### config.mk
export PLATFORM = sky130hd
export DESIGN_NAME = expression_lexer_core
export DESIGN_NICKNAME = d
export VERILOG_FILES = /design/src/hdl/exlex_pkg.sv /design/src/hdl/expression_lexer_core.sv
export SDC_FILE = /design/constraint.sdc
export NUM_CORES = 1
export LEC_CHECK = 0
export ABC_AREA = 0
export BUFFER_PORTS_ARGS = -buffer_cell sky130_fd_sc_hd__buf_2
export CORE_ASPECT_RATIO = 2
export CORE_MARGIN = 2
export CORE_UTILIZATION = 45
export CTS_BUF_LIST = sky130_fd_sc_hd__clkbuf_4 sky130_fd_sc_hd__clkbuf_8
export DETAILED_ROUTE_END_ITERATION = 16
export MAX_ROUTING_LAYER = met4
export SLEW_MARGIN = 20
export SYNTH_ARGS = -nofsm -noshare
export SYNTH_HDL_FRONTEND = slang
export SYNTH_SLANG_ARGS = --single-unit
### constraint.sdc
create_clock -name clk_i -period 8.13 [get_ports clk_i]
set_input_delay 0.813 -clock clk_i [delete_from_list [all_inputs] [get_ports clk_i]]
set_output_delay 0.813 -clock clk_i [all_outputs]
set_load 0.01 [all_outputs]
### src/hdl/exlex_pkg.sv
// ----------------------------------------------------------------------------
// exlex_pkg
// types, token codes, character codes and keyword tables of the expression
// lexer
// ----------------------------------------------------------------------------
`default_nettype none

package exlex_pkg;

  localparam int LINE_LENGTH_DEFAULT = 256;

  // result queue between the scanner and the output port
  localparam int FIFO_DEPTH = 4;
  localparam int FIFO_PTR_W = $clog2(FIFO_DEPTH);
  localparam int FIFO_CNT_W = $clog2(FIFO_DEPTH + 1);

  localparam int NUM_KEYWORDS = 4;
  localparam logic [3:0] FRAC_MAX = 4'd9;
  localparam logic [7:0] COUNT_MAX = 8'hFF;

  typedef enum logic [5:0] {
    MODE_IDLE    = 6'b000001,
    MODE_INT     = 6'b000010,
    MODE_FRAC    = 6'b000100,
    MODE_IDENT   = 6'b001000,
    MODE_PEND    = 6'b010000,
    MODE_DISCARD = 6'b100000
  } scan_mode_e;

  typedef enum logic [4:0] {
    KIND_IF     = 5'd0,
    KIND_ELSE   = 5'd1,
    KIND_FOR    = 5'd2,
    KIND_WHILE  = 5'd3,
    KIND_ASSIGN = 5'd4,
    KIND_EQ     = 5'd5,
    KIND_LT     = 5'd6,
    KIND_GT     = 5'd7,
    KIND_LTE    = 5'd8,
    KIND_GTE    = 5'd9,
    KIND_NOTEQ  = 5'd10,
    KIND_NUMBER = 5'd11,
    KIND_IDENT  = 5'd12,
    KIND_ADD    = 5'd13,
    KIND_SUB    = 5'd14,
    KIND_MUL    = 5'd15,
    KIND_DIV    = 5'd16,
    KIND_LPAR   = 5'd17,
    KIND_RPAR   = 5'd18,
    KIND_SEMI   = 5'd19,
    KIND_END    = 5'd20,
    KIND_ERROR  = 5'd21
  } token_kind_e;

  localparam logic [7:0] CHAR_NUL   = 8'h00;
  localparam logic [7:0] CHAR_TAB   = 8'h09;
  localparam logic [7:0] CHAR_SPACE = 8'h20;
  localparam logic [7:0] CHAR_BANG  = 8'h21;
  localparam logic [7:0] CHAR_LPAR  = 8'h28;
  localparam logic [7:0] CHAR_RPAR  = 8'h29;
  localparam logic [7:0] CHAR_STAR  = 8'h2A;
  localparam logic [7:0] CHAR_PLUS  = 8'h2B;
  localparam logic [7:0] CHAR_MINUS = 8'h2D;
  localparam logic [7:0] CHAR_DOT   = 8'h2E;
  localparam logic [7:0] CHAR_SLASH = 8'h2F;
  localparam logic [7:0] CHAR_0     = 8'h30;
  localparam logic [7:0] CHAR_9     = 8'h39;
  localparam logic [7:0] CHAR_SEMI  = 8'h3B;
  localparam logic [7:0] CHAR_LT    = 8'h3C;
  localparam logic [7:0] CHAR_EQ    = 8'h3D;
  localparam logic [7:0] CHAR_GT    = 8'h3E;
  localparam logic [7:0] CHAR_UC_A  = 8'h41;
  localparam logic [7:0] CHAR_UC_Z  = 8'h5A;
  localparam logic [7:0] CHAR_UNDER = 8'h5F;
  localparam logic [7:0] CHAR_LC_A  = 8'h61;
  localparam logic [7:0] CHAR_LC_Z  = 8'h7A;

  localparam logic [7:0] KW_LEN [NUM_KEYWORDS] = '{8'd2, 8'd4, 8'd3, 8'd5};

  typedef struct packed {
    token_kind_e  kind;
    logic [7:0]   start;
    logic [7:0]   len;
    logic [31:0]  int_part;
    logic [29:0]  frac_digits;
    logic [3:0]   frac_count;
    logic         last;
  } token_t;

  function automatic token_t make_token(input token_kind_e kind, input logic [7:0] start,
                                        input logic [7:0] len);
    token_t t;
    t = '0;
    t.kind = kind;
    t.start = start;
    t.len = len;
    return t;
  endfunction

  // keyword text, left justified
  function automatic logic [7:0] kw_char(input logic [1:0] k, input logic [2:0] idx);
    logic [39:0] txt;
    logic [39:0] shifted;
    case (k)
      2'd0:    txt = {"if", 24'h0};
      2'd1:    txt = {"else", 8'h0};
      2'd2:    txt = {"for", 16'h0};
      default: txt = "while";
    endcase
    shifted = txt << {idx, 3'b000};
    return shifted[39:32];
  endfunction

  // keywords whose character at idx equals c
  function automatic logic [3:0] kw_hits(input logic [7:0] c, input logic [7:0] idx);
    logic [3:0] hit;
    for (int k = 0; k < NUM_KEYWORDS; k++) begin
      hit[k] = (idx < KW_LEN[k]) && (kw_char(2'(k), idx[2:0]) == c);
    end
    return hit;
  endfunction

endpackage

`default_nettype wire

### src/hdl/expression_lexer_core.sv
// ----------------------------------------------------------------------------
// expression_lexer_core
// streaming lexer: one character per input transaction, tokens out
// ----------------------------------------------------------------------------
// Characters of a line enter on the in channel, a zero byte ends the line.
// Each token leaves as one out transaction with kind, start position, length
// and, for numbers, integer part, fraction digits and fraction count; last
// marks the final token caused by one character.
// A character is scanned in the cycle it is accepted and its tokens are
// written into a four-entry result queue. One character is taken every
// cycle while in_ready_o is high; a character that closes a token and
// itself gives a one-character token or ends the line gives two tokens,
// which leave one after the other on the single out port. in_ready_o is
// high while the queue has room for two tokens, so a stalled receiver
// holds off the sender and nothing is lost.
// Reset empties the queue and puts the scanner at the start of a line.
// Positions stick at the smaller of LINE_LENGTH-1 and 255 on long lines.
// ----------------------------------------------------------------------------
`default_nettype none

module expression_lexer_core
  import exlex_pkg::*;
#(
  parameter int LINE_LENGTH = LINE_LENGTH_DEFAULT
) (
  input  wire logic        clk_i,
  input  wire logic        rst_ni,
  input  wire logic        in_valid_i,
  output logic             in_ready_o,
  input  wire logic [7:0]  character_i,
  output logic             out_valid_o,
  input  wire logic        out_ready_i,
  output logic [4:0]       token_kind_o,
  output logic [7:0]       start_position_o,
  output logic [7:0]       token_length_o,
  output logic [31:0]      integer_part_o,
  output logic [29:0]      fraction_digits_o,
  output logic [3:0]       fraction_count_o,
  output logic             last_o
);

  localparam int PosMaxInt = ((LINE_LENGTH - 1) < 255) ? (LINE_LENGTH - 1) : 255;
  localparam logic [7:0] PosMax = 8'(PosMaxInt);

  scan_mode_e mode_q, mode_d;
  logic [7:0] pos_q, pos_d;
  logic [7:0] tstart_q, tstart_d;
  logic [7:0] tcnt_q, tcnt_d;
  logic [31:0] int_q, int_d;
  logic [29:0] frac_q, frac_d;
  logic [3:0] fcnt_q, fcnt_d;
  logic [7:0] pend_q, pend_d;
  logic [3:0] kw_q, kw_d;

  token_t fifo_q [FIFO_DEPTH];
  logic [FIFO_PTR_W-1:0] wr_q, rd_q;
  logic [FIFO_CNT_W-1:0] occ_q;

  logic in_fire, out_fire;
  logic [7:0] c;
  logic is_digit, is_alpha;
  logic [35:0] int_prod;
  logic [33:0] frac_prod;
  logic [31:0] int_next;
  logic [29:0] frac_next;
  logic [3:0] hit_cur, hit_first;
  token_kind_e ident_kind;
  token_t pre_tok, post_tok, r0, r1;
  logic pre_vld, post_vld, do_idle, line_done, consumed;
  logic [1:0] n_push;

  assign in_fire  = in_valid_i && in_ready_o;
  assign out_fire = out_valid_o && out_ready_i;
  assign c = character_i;
  assign is_digit = (c >= CHAR_0) && (c <= CHAR_9);
  assign is_alpha = ((c >= CHAR_LC_A) && (c <= CHAR_LC_Z)) ||
                    ((c >= CHAR_UC_A) && (c <= CHAR_UC_Z));

  // times ten plus digit, as shift and add
  assign int_prod  = ({4'b0, int_q} << 3) + ({4'b0, int_q} << 1) + {32'b0, c[3:0]};
  assign int_next  = (|int_prod[35:32]) ? '1 : int_prod[31:0];
  assign frac_prod = ({4'b0, frac_q} << 3) + ({4'b0, frac_q} << 1) + {30'b0, c[3:0]};
  assign frac_next = frac_prod[29:0];

  assign hit_cur   = kw_hits(c, tcnt_q);
  assign hit_first = kw_hits(c, 8'd0);

  always_comb begin
    ident_kind = KIND_IDENT;
    for (int k = NUM_KEYWORDS - 1; k >= 0; k--) begin
      if (kw_q[k] && (tcnt_q == KW_LEN[k])) begin
        ident_kind = token_kind_e'(5'(k));
      end
    end
  end

  always_comb begin
    mode_d = mode_q;
    pos_d = pos_q;
    tstart_d = tstart_q;
    tcnt_d = tcnt_q;
    int_d = int_q;
    frac_d = frac_q;
    fcnt_d = fcnt_q;
    pend_d = pend_q;
    kw_d = kw_q;
    pre_tok = '0;
    pre_vld = 1'b0;
    post_tok = '0;
    post_vld = 1'b0;
    do_idle = 1'b0;
    line_done = 1'b0;
    consumed = 1'b0;
    if (in_fire) begin
      case (mode_q)
        MODE_INT: begin
          if (is_digit) begin
            int_d = int_next;
            consumed = 1'b1;
          end else if (c == CHAR_DOT) begin
            mode_d = MODE_FRAC;
            consumed = 1'b1;
          end
        end
        MODE_FRAC: begin
          if (is_digit) begin
            consumed = 1'b1;
            if (fcnt_q < FRAC_MAX) begin
              frac_d = frac_next;
              fcnt_d = fcnt_q + 4'd1;
            end
          end
        end
        MODE_IDENT: begin
          if (is_alpha || is_digit || c == CHAR_UNDER) begin
            kw_d = kw_q & hit_cur;
            consumed = 1'b1;
          end
        end
        default: ;
      endcase

      if (consumed) begin
        if (tcnt_q != COUNT_MAX) begin
          tcnt_d = tcnt_q + 8'd1;
        end
      end else begin
        case (mode_q)
          MODE_INT, MODE_FRAC: begin
            pre_tok = make_token(KIND_NUMBER, tstart_q, tcnt_q);
            pre_tok.int_part = int_q;
            pre_tok.frac_digits = frac_q;
            pre_tok.frac_count = fcnt_q;
            pre_vld = 1'b1;
            mode_d = MODE_IDLE;
            do_idle = 1'b1;
          end
          MODE_IDENT: begin
            pre_tok = make_token(ident_kind, tstart_q, tcnt_q);
            pre_vld = 1'b1;
            mode_d = MODE_IDLE;
            do_idle = 1'b1;
          end
          MODE_PEND: begin
            mode_d = MODE_IDLE;
            pend_d = '0;
            pre_vld = 1'b1;
            if (c == CHAR_EQ) begin
              case (pend_q)
                CHAR_LT: pre_tok = make_token(KIND_LTE, tstart_q, 8'd2);
                CHAR_GT: pre_tok = make_token(KIND_GTE, tstart_q, 8'd2);
                CHAR_EQ: pre_tok = make_token(KIND_EQ, tstart_q, 8'd2);
                default: pre_tok = make_token(KIND_NOTEQ, tstart_q, 8'd2);
              endcase
            end else if (pend_q == CHAR_BANG) begin
              pre_tok = make_token(KIND_ERROR, tstart_q, 8'd1);
              mode_d = MODE_DISCARD;
              if (c == CHAR_NUL) begin
                post_tok = make_token(KIND_END, pos_q, 8'd0);
                post_vld = 1'b1;
                line_done = 1'b1;
              end
            end else begin
              case (pend_q)
                CHAR_LT: pre_tok = make_token(KIND_LT, tstart_q, 8'd1);
                CHAR_GT: pre_tok = make_token(KIND_GT, tstart_q, 8'd1);
                default: pre_tok = make_token(KIND_ASSIGN, tstart_q, 8'd1);
              endcase
              do_idle = 1'b1;
            end
          end
          MODE_DISCARD: begin
            if (c == CHAR_NUL) begin
              post_tok = make_token(KIND_END, pos_q, 8'd0);
              post_vld = 1'b1;
              line_done = 1'b1;
            end
          end
          default: begin
            mode_d = MODE_IDLE;
            do_idle = 1'b1;
          end
        endcase
      end

      // character at the start of a token
      if (do_idle) begin
        if (c == CHAR_NUL) begin
          post_tok = make_token(KIND_END, pos_q, 8'd0);
          post_vld = 1'b1;
          line_done = 1'b1;
        end else if (c == CHAR_SPACE || c == CHAR_TAB) begin
          mode_d = MODE_IDLE;
        end else if (is_digit) begin
          mode_d = MODE_INT;
          tstart_d = pos_q;
          tcnt_d = 8'd1;
          int_d = {28'b0, c[3:0]};
          frac_d = '0;
          fcnt_d = '0;
        end else if (is_alpha) begin
          mode_d = MODE_IDENT;
          tstart_d = pos_q;
          tcnt_d = 8'd1;
          kw_d = hit_first;
        end else begin
          post_vld = 1'b1;
          case (c)
            CHAR_LT, CHAR_GT, CHAR_EQ, CHAR_BANG: begin
              post_vld = 1'b0;
              mode_d = MODE_PEND;
              pend_d = c;
              tstart_d = pos_q;
              tcnt_d = 8'd1;
            end
            CHAR_PLUS:  post_tok = make_token(KIND_ADD, pos_q, 8'd1);
            CHAR_MINUS: post_tok = make_token(KIND_SUB, pos_q, 8'd1);
            CHAR_STAR:  post_tok = make_token(KIND_MUL, pos_q, 8'd1);
            CHAR_SLASH: post_tok = make_token(KIND_DIV, pos_q, 8'd1);
            CHAR_LPAR:  post_tok = make_token(KIND_LPAR, pos_q, 8'd1);
            CHAR_RPAR:  post_tok = make_token(KIND_RPAR, pos_q, 8'd1);
            CHAR_SEMI:  post_tok = make_token(KIND_SEMI, pos_q, 8'd1);
            default: begin
              post_tok = make_token(KIND_ERROR, pos_q, 8'd1);
              mode_d = MODE_DISCARD;
            end
          endcase
        end
      end

      if (line_done) begin
        mode_d = MODE_IDLE;
        pos_d = '0;
        tstart_d = '0;
        tcnt_d = '0;
        pend_d = '0;
        kw_d = '1;
      end else if (pos_q < PosMax) begin
        pos_d = pos_q + 8'd1;
      end
    end
  end

  // order the tokens of this character and flag the final one
  always_comb begin
    r0 = pre_vld ? pre_tok : post_tok;
    r1 = post_tok;
    r0.last = !(pre_vld && post_vld);
    r1.last = 1'b1;
    n_push = {1'b0, pre_vld} + {1'b0, post_vld};
  end

  always_ff @(posedge clk_i or negedge rst_ni) begin
    if (!rst_ni) begin
      mode_q <= MODE_IDLE;
      pos_q <= '0;
      tstart_q <= '0;
      tcnt_q <= '0;
      int_q <= '0;
      frac_q <= '0;
      fcnt_q <= '0;
      pend_q <= '0;
      kw_q <= '1;
      wr_q <= '0;
      rd_q <= '0;
      occ_q <= '0;
    end else begin
      mode_q <= mode_d;
      pos_q <= pos_d;
      tstart_q <= tstart_d;
      tcnt_q <= tcnt_d;
      int_q <= int_d;
      frac_q <= frac_d;
      fcnt_q <= fcnt_d;
      pend_q <= pend_d;
      kw_q <= kw_d;
      wr_q <= wr_q + FIFO_PTR_W'(n_push);
      rd_q <= rd_q + FIFO_PTR_W'(out_fire);
      occ_q <= occ_q + FIFO_CNT_W'(n_push) - FIFO_CNT_W'(out_fire);
    end
  end

  always_ff @(posedge clk_i) begin
    if (n_push != 2'd0) begin
      fifo_q[wr_q] <= r0;
    end
    if (n_push == 2'd2) begin
      fifo_q[wr_q + FIFO_PTR_W'(1)] <= r1;
    end
  end

  assign in_ready_o = occ_q <= FIFO_CNT_W'(FIFO_DEPTH - 2);
  assign out_valid_o = occ_q != '0;

  assign token_kind_o      = fifo_q[rd_q].kind;
  assign start_position_o  = fifo_q[rd_q].start;
  assign token_length_o    = fifo_q[rd_q].len;
  assign integer_part_o    = fifo_q[rd_q].int_part;
  assign fraction_digits_o = fifo_q[rd_q].frac_digits;
  assign fraction_count_o  = fifo_q[rd_q].frac_count;
  assign last_o            = fifo_q[rd_q].last;

`ifndef ASSERT_OFF
  a_occ_bound: assert property (@(posedge clk_i) disable iff (!rst_ni)
    occ_q <= FIFO_CNT_W'(FIFO_DEPTH))
    else $error("result queue overfilled");

  a_nul_ends_line: assert property (@(posedge clk_i) disable iff (!rst_ni)
    in_fire && character_i == CHAR_NUL |-> n_push != 2'd0)
    else $error("end of line gave no token");

  a_nul_resets_pos: assert property (@(posedge clk_i) disable iff (!rst_ni)
    in_fire && character_i == CHAR_NUL |=> pos_q == '0 && mode_q == MODE_IDLE)
    else $error("line state not cleared after end of line");

  a_discard_silent: assert property (@(posedge clk_i) disable iff (!rst_ni)
    in_fire && mode_q == MODE_DISCARD && character_i != CHAR_NUL |-> n_push == 2'd0)
    else $error("token emitted while discarding");
`endif

endmodule

`default_nettype wire
==> impl_metrics.json, run 1 <==
{
  "cts_buffers": 70,
  "holdBufCountCts": 0,
  "timing.critical_path.buf_inv": 3,
  "rows": 117,
  "clkTransAtPathRegs_ns": 0.07,
  "path_delay_family": "simple AND/OR/NAND/NOR gates",
  "worstMarginPinSlew_ns": 1.16,
  "gp_congestion": 0.929,
  "setup_viol": 0,
  "core_area_um2": 50800,
  "outcome": "completed",
  "clk_latency_ns": 0.65,
  "place_area_um2": 24100,
  "syn_nets": 2262,
  "design_area_um2": 25600,
  "netlist_area_um2": 23000,
  "vias": 17998,
  "power_mw": 6.01,
  "rsz0062_at_grt": "no",
  "setup_tns_ns": 0,
  "ir_drop_uv": 192,
  "report.final.slew_viol_count": 0,
  "synth_ff_type": "dfxtp_1",
  "grt-ovfl-total": 0,
  "cts.path.max_buffers": 3,
  "grt_max_degree": 74,
  "cp_cell_sequence": "buf_2, or2_2, o221ai_2, a31oi_2, nor4_4, nand2_1, o21ai_2, inv_1, ha_1, nand3b_1, and2_2, buf_4, a22o_1",
  "place_hpwl_mm": 45.4,
  "cts_tree": "yes",
  "drt-total-wl_mm": 68.5,
  "maxCapViolCount": 0,
  "dieArea_um2": 53200,
  "crit_path_max_fanout": 48,
  "post_drt_wl_per_cell_um": 23.7,
  "leakagePower_nw": 10.9,
  "area_growth_pct": 11.3,
  "ys_types": 84,
  "die_w_um": 164,
  "post-route-period-util": 0.652,
  "routed_via_density": 6.23,
  "htreeDepth": 3,
  "grt_pass1_wl_mm": 107,
  "antenna_found_initial": 1,
  "grt_usage": 0.268,
  "fin_ws_ns": 2.83,
  "io_pins": 102,
  "initial_core_util": 0.454,
  "synth_area_leaders": "dfxtp_1 (26%), dfrtp_1 (12%), a22o_1 (12%)",
  "multi_input_area_um2": 11900,
  "cts-root-buf": "clkbuf_8",
  "io_buffer_count": 101,
  "cts_resized": 0,
  "power.density_nw_per_um2": 234,
  "hold_viol": 0,
  "cpPeakStageDelay_ns": 0.74,
  "antenna_left": 0,
  "firstDrtPassIters": 6,
  "cts_sinks": 467,
  "dp_slack_ns": 2.25,
  "drive_gt1_frac": 0.177,
  "synth_seq_cells": 467,
  "drtIter0Drc": 1116,
  "yosys.area.top_type": "dfxtp_1",
  "drcViolationCount": 0,
  "die_y_um": 324,
  "start_kind": "input pin",
  "max_slew_margin": 0.225,
  "regArea_um2": 10500,
  "endpoint_kind": "flop",
  "grt_pass1_vias": 18862,
  "layout_min_cycle_time_ns": 5.30,
  "syn_avg_cell_area_um2": 10.9,
  "worstPathRequired_ns": 8.69,
  "critPathSlowestCell": "and2_2",
  "max_clock_freq_mhz": 189,
  "synth_top_area_frac": 0.257,
  "yosys_warnings": 0,
  "min_path_type": "in2async",
  "finalClockSkew_ns": 0.0344,
  "synth_edf_count": 56,
  "async_flop_share": 0.246,
  "n_fill_cell": 4615,
  "synth_commonest_cells": "a22o_1 (311), dfxtp_1 (296), nand2_1 (173)",
  "final_nets": 2325,
  "arrival_ns": 5.86,
  "post_cts_buffers": 0,
  "yosysMostFrequentCell": "a22o_1",
  "synthCells": 2111,
  "synth-seq-area-share": 0.455,
  "criticalPathCategory": "in2reg"
}
==> final cells by class <==
cell class              instances  area share
inverters                      40     0.00585
well taps                     654      0.0319
diodes                          1   0.0000976
clock inverters                24     0.00859
clock buffers                 106      0.0510
flip-flops and latches        467       0.409
multi-input cells            1467       0.464
repair buffers                128      0.0293
==> sequential cells by signal (all words and copies together) (netlist names), named ones only <==
register,flops
pend_q,8
pos_q,8
mode_q,6
fifo_q,352
fcnt_q,4
tcnt_q,8
wr_q,2
occ_q,3
kw_q,4
tstart_q,8
rd_q,2
frac_q,30
int_q,31
==> worst paths after layout <==
check                                from             to  slack (ns)  depth (start not counted)
max                        character_i[3]   fifo_q[2][8]        2.83                         13
min                                rst_ni     frac_q[22]        0.09                          1
max reg2reg                     mode_q[1]  fifo_q[1][15]        3.00                         14
min reg2reg                 fifo_q[3][74]  fifo_q[3][74]        0.45                          2
max in group asynchronous          rst_ni        rd_q[1]        6.56                          3
min in group clk_i          fifo_q[3][74]  fifo_q[3][74]        0.45                          2
==> placed cells by master (no fill, tap or decap), types with 6 or more instances in the layout <==
cell type,Yosys,final
a21o_1,34,34
a21oi_1,79,79
a22o_1,311,311
a22oi_1,6,6
a31oi_1,14,14
a32o_1,8,8
and2_1,16,12
and3_1,14,14
buf_2,30,100
buf_4,2,26
clkbuf_4,0,24
clkbuf_8,0,82
clkinv_2,0,14
dfrtp_1,110,108
dfxtp_1,296,296
edfxtp_1,56,56
ha_1,134,134
inv_1,40,40
mux4_2,88,88
nand2_1,173,173
nand2b_1,10,10
nand3_1,30,30
nand3b_1,8,8
nand4_1,15,15
nor2_1,82,82
nor2b_1,9,9
nor3_1,37,33
nor3_2,2,6
nor3b_1,7,7
o211ai_1,12,12
o21a_1,15,15
o21ai_0,143,143
o21ai_1,11,9
o22ai_1,25,25
o31ai_1,7,7
or2_2,8,8
or3_1,12,12
xnor2_1,33,33
xor2_1,27,27
==> worst register-to-register path, delay by kind of cell, from the launching register on <==
family                   cells  cell delay, ns
buffers and inverters        3            0.68
AND/OR/NAND/NOR              7            2.72
AO/OA/AOI/OAI                3            0.83
adder cells (fa/ha/maj)      1            0.34
flip-flops                   1            0.43
==> stage by stage <==
step / cells / utilization / hold WS [ns]
6_report: 2887 / 0.505 / 0.0882
5_1_grt: 2887 / 0.505 / 0.0855
4_1_cts: 2884 / 0.504 / 0.358
3_5_place_dp: 2754 / 0.474 / 0.440
3_3_place_gp: 2754 / 0.474 / 0.430
2_1_floorplan: 2111 / - / 0.420
==> power by group <==
part / switching [mW] / internal (mW)
Sequential: 0.233 / 2.46
Combinational: 0.753 / 0.469
Clock: 0.957 / 1.14
==> cells by family (layout without fill, tap and decap cells) <==
family | Yosys count | in the layout | share of synthesized area
AO/OA/AOI/OAI | 718 | 718 | 0.228
XOR/XNOR | 60 | 60 | 0.0228
adder cells (fa/ha/maj) | 139 | 139 | 0.0771
buffers and inverters | 177 | 298 | 0.0308
flip-flops | 467 | 467 | 0.455
multiplexers | 95 | 95 | 0.0892
other | 0 | 1 | 0
AND/OR/NAND/NOR | 455 | 455 | 0.0971
==> metal layers <==
layer / GRT usage / part of all wire
met1: 0.282 / 0.37
met2: 0.493 / 0.55
met3: 0.0297 / 0.037
met4: 0.126 / 0.045
met5: - / 0
Power figures use the tool's default switching activity.
==> inputs of run 2 (changes only) <==
==> constraint.sdc (replaced) <==
create_clock -name clk_i -period 4.9 [get_ports clk_i]
set_input_delay 0.49 -clock clk_i [delete_from_list [all_inputs] [get_ports clk_i]]
set_output_delay 0.49 -clock clk_i [all_outputs]
set_load 0.01 [all_outputs]
==> run 2 against run 1 <==
Against the previous run: sequential power rose by 67%; first-iteration DRC count fell by 8.6%; worst setup slack got worse by 2.4 ns; non-clock buffer count rose by 31; critical path depth fell by 1; routed wire length fell by 1.0%; highest routed layer unchanged.
==> impl_metrics.json, run 2 (synthesis results as in run 1) <==
{
  "die_y_um": 324,
  "gp_congestion": 0.973,
  "reg2reg_depth": 12,
  "cts_sinks": 467,
  "outcome": "completed",
  "drtIter0Drc": 1020,
  "dieArea_um2": 53200,
  "busiest_layer": "met2",
  "endpoint_kind": "flop",
  "r2r_end": "fifo_q[1][27]",
  "drive_gt1_frac": 0.188,
  "grt_max_degree": 67,
  "grt_pass1_vias": 18938,
  "antenna_found_initial": 2,
  "crit_path_max_fanout": 38,
  "swShare": 0.319,
  "layout_commonest_cell": "a22o_1",
  "rows": 117,
  "top_register": "fifo_q",
  "power.density_nw_per_um2": 385,
  "cts-root-buf": "clkbuf_8",
  "setup_tns_ns": 0,
  "min_path_type": "in2reg",
  "worstMarginPinSlew_ns": 1.03,
  "place_hpwl_mm": 45.9,
  "setup_viol": 0,
  "clk_latency_ns": 0.66,
  "use_met3": 0.0399,
  "grt-ovfl-total": 0,
  "leakagePower_nw": 11.1,
  "area_growth_pct": 12.7,
  "grt_pass1_wl_mm": 105,
  "io_pins": 102,
  "max_slew_margin": 0.315,
  "largest_reg_flops": 352,
  "report.final.slew_viol_count": 0,
  "io_buffer_count": 101,
  "die_w_um": 164,
  "cts.path.max_buffers": 3,
  "hold_viol": 0,
  "criticalPathCategory": "reg2reg",
  "firstDrtPassIters": 5,
  "drt-total-wl_mm": 67.8,
  "comb_power_share": 0.205,
  "crit_start": "mode_q[1]",
  "fin_util": 0.511,
  "final_nets": 2357,
  "holdBufCountCts": 1,
  "grt_usage": 0.265,
  "layout_min_cycle_time_ns": 4.46,
  "antenna_left": 0,
  "htreeDepth": 3,
  "cts_tree": "yes",
  "vias": 18149,
  "clkTransAtPathRegs_ns": 0.06,
  "maxCapViolCount": 0,
  "crit_path_end": "fifo_q[1][27]",
  "reg2reg_from": "mode_q[1]",
  "post_cts_buffers": 0,
  "cts_buffers": 71,
  "rsz0062_at_grt": "no",
  "worstPathRequired_ns": 5.43,
  "ir_drop_uv": 456,
  "power.share.clock": 0.347,
  "drcViolationCount": 0,
  "regArea_um2": 10500,
  "routed_via_density": 6.22,
  "intPower_mw": 6.81,
  "min_path_cells": 3,
  "core_area_um2": 50800,
  "initial_core_util": 0.454,
  "n_fill_cell": 4505,
  "post_drt_wl_per_cell_um": 23.2,
  "final_cell_mix": "a22o_1 (311), dfxtp_1 (296), nand2_1 (173), o21ai_0 (143), ha_1 (134)",
  "top_regs": "fifo_q x352, int_q x31, frac_q x30",
  "finalClockSkew_ns": 0.0305,
  "cts_resized": 0,
  "multi_input_area_um2": 11900,
  "met1_usage": 0.270,
  "arrival_ns": 4.99,
  "p_seq_frac": 0.448,
  "post-route-period-util": 0.910,
  "max_clock_freq_mhz": 224,
  "reg2reg_slack_ns": 0.44,
  "p_sw_mw": 3.19,
  "start_kind": "flop",
  "grt_use_met2": 0.473
}
==> run 2: worst max-delay path, stage by stage (launching register included) <==
cell and delay (ns):
dfrtp_1 0.43, or4_1 0.59, or3b_1 0.47, nor3_1 0.30, or2_2 0.19, and2_1 0.15, o21a_1 0.18, o21ai_2 0.14
ha_1 0.30, or3b_2 0.66, and2_4 0.37, buf_12 0.27, a22o_1 0.25
==> run 2: cell type report <==
type,count,area share
inverter,40,0.00578
clock buffer,115,0.0532
antenna,2,0.000193
multi-input combinational,1467,0.458
tap,654,0.0315
clock inverter,14,0.00564
timing repair buffer,159,0.0412
sequential,467,0.404
==> run 2: per-stage QoR <==
step | total power, mW | hold WS (ns) | cells | cell area (µm²) | worst slack (ns)
finish | 10.0 | 0.224 | 2918 | 26000 | 0.441
global route | 10.4 | 0.224 | 2918 | 26000 | 0.257
CTS | 10.1 | 0.190 | 2916 | 26000 | 0.457
detailed placement | 6.63 | 0.440 | 2786 | 24400 | 0.458
global placement | 6.59 | 0.428 | 2786 | 24400 | 0.517
floorplan | 5.82 | 0.194 | 2111 | 23000 | 0.634
==> run 2: layer usage <==
metal	wire length, µm	up-vias	part of all wire
met2	36200	596	0.53
met4	4040	0	0.060
li1	-	8300	-
met1	24500	9036	0.36
met5	0	-	0
met3	3100	217	0.046
==> run 2: worst min-delay path by stage <==
stage	startpoint	end	slack (ns)
floorplan	rst_ni	asynchronous set/reset pin	0.19
global placement	fifo_q[2][73]	fifo_q[2][73]	0.43
detailed placement	fifo_q[1][69]	fifo_q[1][69]	0.44
CTS	out_ready_i	rd_q[0]	0.19
global route	out_ready_i	rd_q[0]	0.22
finish	out_ready_i	rd_q[0]	0.22
==> run 2: power groups by stage <==
| stage | clock [mW] | sequential (mW) | combinational [mW] |
|---|---|---|---|
| floorplan | 0 | 4.26 | 1.56 |
| global placement | 0 | 4.55 | 2.04 |
| detailed placement | 0 | 4.57 | 2.06 |
| CTS | 3.56 | 4.48 | 2.07 |
| global route | 3.71 | 4.53 | 2.21 |
| finish | 3.47 | 4.48 | 2.05 |
==> inputs of run 3 (changes only) <==
--- a/config.mk
+++ b/config.mk
@@ -7,7 +7,7 @@
 export LEC_CHECK = 0
 export ABC_AREA = 0
 export BUFFER_PORTS_ARGS = -buffer_cell sky130_fd_sc_hd__buf_2
-export CORE_ASPECT_RATIO = 2
+export CORE_ASPECT_RATIO = 0.5
 export CORE_MARGIN = 2
 export CORE_UTILIZATION = 45
 export CTS_BUF_LIST = sky130_fd_sc_hd__clkbuf_4 sky130_fd_sc_hd__clkbuf_8
==> constraint.sdc (replaced) <==
create_clock -name clk_i -period 3.8 [get_ports clk_i]
set_input_delay 0.38 -clock clk_i [delete_from_list [all_inputs] [get_ports clk_i]]
set_output_delay 0.38 -clock clk_i [all_outputs]
set_load 0.01 [all_outputs]
==> run 3 against run 2 <==
Against the previous run: clock skew shrank 0.0033 ns; register-to-register slack got worse by 0.32 ns; sequential share of layout area down 1.3 points; flip-flop and latch count unchanged; first-iteration DRC count increased by 37%; non-clock buffer count grew 73; via count fell by 1.1%; maximum frequency rose by 21%; core utilization up 2.2 points; critical endpoint is now fifo_q[1][82].
==> impl_metrics.json, run 3 (synthesis results as in run 1) <==
{
  "outcome": "completed",
  "start_kind": "flop",
  "min_path_cells": 3,
  "htreeDepth": 3,
  "reg2reg_from": "mode_q[1]",
  "report.final.slew_viol_count": 0,
  "largest_reg_flops": 352,
  "finalClockSkew_ns": 0.0272,
  "cts_sinks": 467,
  "arrival_ns": 4.18,
  "cpPeakStageDelay_ns": 0.56,
  "drcViolationCount": 0,
  "antenna_left": 0,
  "leakagePower_nw": 11.5,
  "vias": 17949,
  "multi_input_area_um2": 12000,
  "min_from": "out_ready_i",
  "cts.path.max_buffers": 3,
  "clk_latency_ns": 0.65,
  "die_w_um": 324,
  "max_clock_freq_mhz": 272,
  "reg2reg_depth": 13,
  "final_cell_mix": "a22o_1 (311), dfxtp_1 (296), nand2_1 (173), o21ai_0 (142), ha_1 (132)",
  "place_hpwl_mm": 41.4,
  "dieArea_um2": 53200,
  "top_regs": "fifo_q x352, int_q x31, frac_q x30",
  "setup_tns_ns": 0,
  "io_buffer_count": 101,
  "antenna_found_initial": 2,
  "drt-total-wl_mm": 63.5,
  "reg2reg_slack_ns": 0.12,
  "grt_usage": 0.242,
  "grt_max_degree": 85,
  "worstPathRequired_ns": 4.30,
  "path_common_cell": "buf_4",
  "cp_cell_sequence": "or4_4, or3b_4, nor3_4, or2_4, and2_1, o21a_1, o21ai_4, ha_2, or3b_2, buf_4, nor2_1, buf_4, a22o_1",
  "grt-ovfl-total": 0,
  "post_drt_wl_per_cell_um": 21.0,
  "core_area_um2": 50400,
  "clkTransAtPathRegs_ns": 0.08,
  "criticalPathCategory": "reg2reg",
  "drtIter0Drc": 1395,
  "critPathSlowestCell": "or4_4",
  "cts-root-buf": "clkbuf_8",
  "setup_viol": 0,
  "io_pins": 102,
  "rows": 58,
  "ir_drop_uv": 362,
  "grt_pass1_wl_mm": 98.3,
  "cts_tree": "yes",
  "hold_viol": 0,
  "gp_congestion": 0.916,
  "final_cells": 3027,
  "r2r_end": "fifo_q[1][82]",
  "crit_path_max_fanout": 8,
  "die_y_um": 164,
  "grt_pass1_vias": 17168,
  "n_fill_cell": 4474,
  "worstMarginPinSlew_ns": 0.905,
  "whs_endpoint": "rd_q[0]",
  "top_register": "fifo_q",
  "endpoint_kind": "flop",
  "firstDrtPassIters": 5,
  "initial_core_util": 0.457,
  "cts_buffers": 70,
  "area_growth_pct": 16.6,
  "max_slew_margin": 0.397,
  "maxCapViolCount": 0,
  "drive_gt1_frac": 0.220,
  "routed_via_density": 5.93,
  "placed_cells": 2889,
  "post-route-period-util": 0.967,
  "layout_min_cycle_time_ns": 3.68,
  "min_path_type": "in2reg",
  "regArea_um2": 10500,
  "final_nets": 2429,
  "layout_commonest_cell": "a22o_1",
  "power.density_nw_per_um2": 487
}
-- run 3: changes by cell type in the layout (fill, tap and decap cells not counted), moves of 3 or more --
cell      change
clkbuf_8      +9
buf_4        +59
and2_4        +3
nor3_4        +4
dfrtp_1       -3
clkbuf_4      -7
buf_12        +8
buf_6         +3
and2_2        -3
dfrtp_2       +3
-- run 3: critical path, delay by kind of cell, from the launching register on --
kind            cells  cell delay, ns
simple gates        7            2.08
compound gates      3            0.42
buf+inv             2            0.40
flops               1            0.39
fa+ha+maj           1            0.22
-- run 3: cell type report --
type,instances,share of cell area
multi-input combinational,1467,0.447
sequential,467,0.391
timing repair buffer,232,0.0660
clock buffer,117,0.0541
tap,690,0.0321
inverter,40,0.00568
clock inverter,12,0.00428
antenna,2,0.000186
-- run 3: report_power, final --
part	total [mW]	internal (mW)	switching, mW
registers	5.68	5.27	0.417
logic	2.84	1.20	1.64
clock network	4.56	2.55	2.01
total	13.1	9.02	4.06
-- run 3: stage by stage --
step           hold slack, ns  cell area, µm²  power, mW   util  setup WS, ns
2_1_floorplan          0.0844           23100       7.54      -        0.0177
3_3_place_gp            0.430           25100       8.60  0.498       -0.0701
3_5_place_dp            0.442           25100       8.62  0.498        -0.109
4_1_cts                0.0650           26700       13.2  0.529        0.0620
5_1_grt                0.0935           26900       13.7  0.533       -0.0362
6_report                0.112           26900       13.1  0.533         0.124
-- run 3: what timing repair did --
action	CTS	global route
cloned	0	2
pin swaps	0	3
resized for setup	1	27
hold buffers	1	0
setup endpoints to repair	13	335
buffers inserted	0	4
hold endpoints to repair	77	0
-- run 3: how the worst max path moves through the flow --
stage	from	end	slack (ns)	depth (start not counted)
after detailed placement	character_i[3]	int_q[27]	-0.11	13
after global routing	int_q[18]	int_q[27]	-0.04	12
final	mode_q[1]	fifo_q[1][82]	0.12	13
after floorplan	mode_q[1]	fifo_q[1][54]	0.02	17
after global placement	character_i[3]	int_q[27]	-0.07	13
after CTS	int_q[2]	int_q[27]	0.06	12
-- run 3: layer usage --
layer,GRT usage,routed length (µm)
met1,0.346,30400
met2,0.359,28400
met3,0.0401,3470
met4,0.0596,1090
met5,-,0
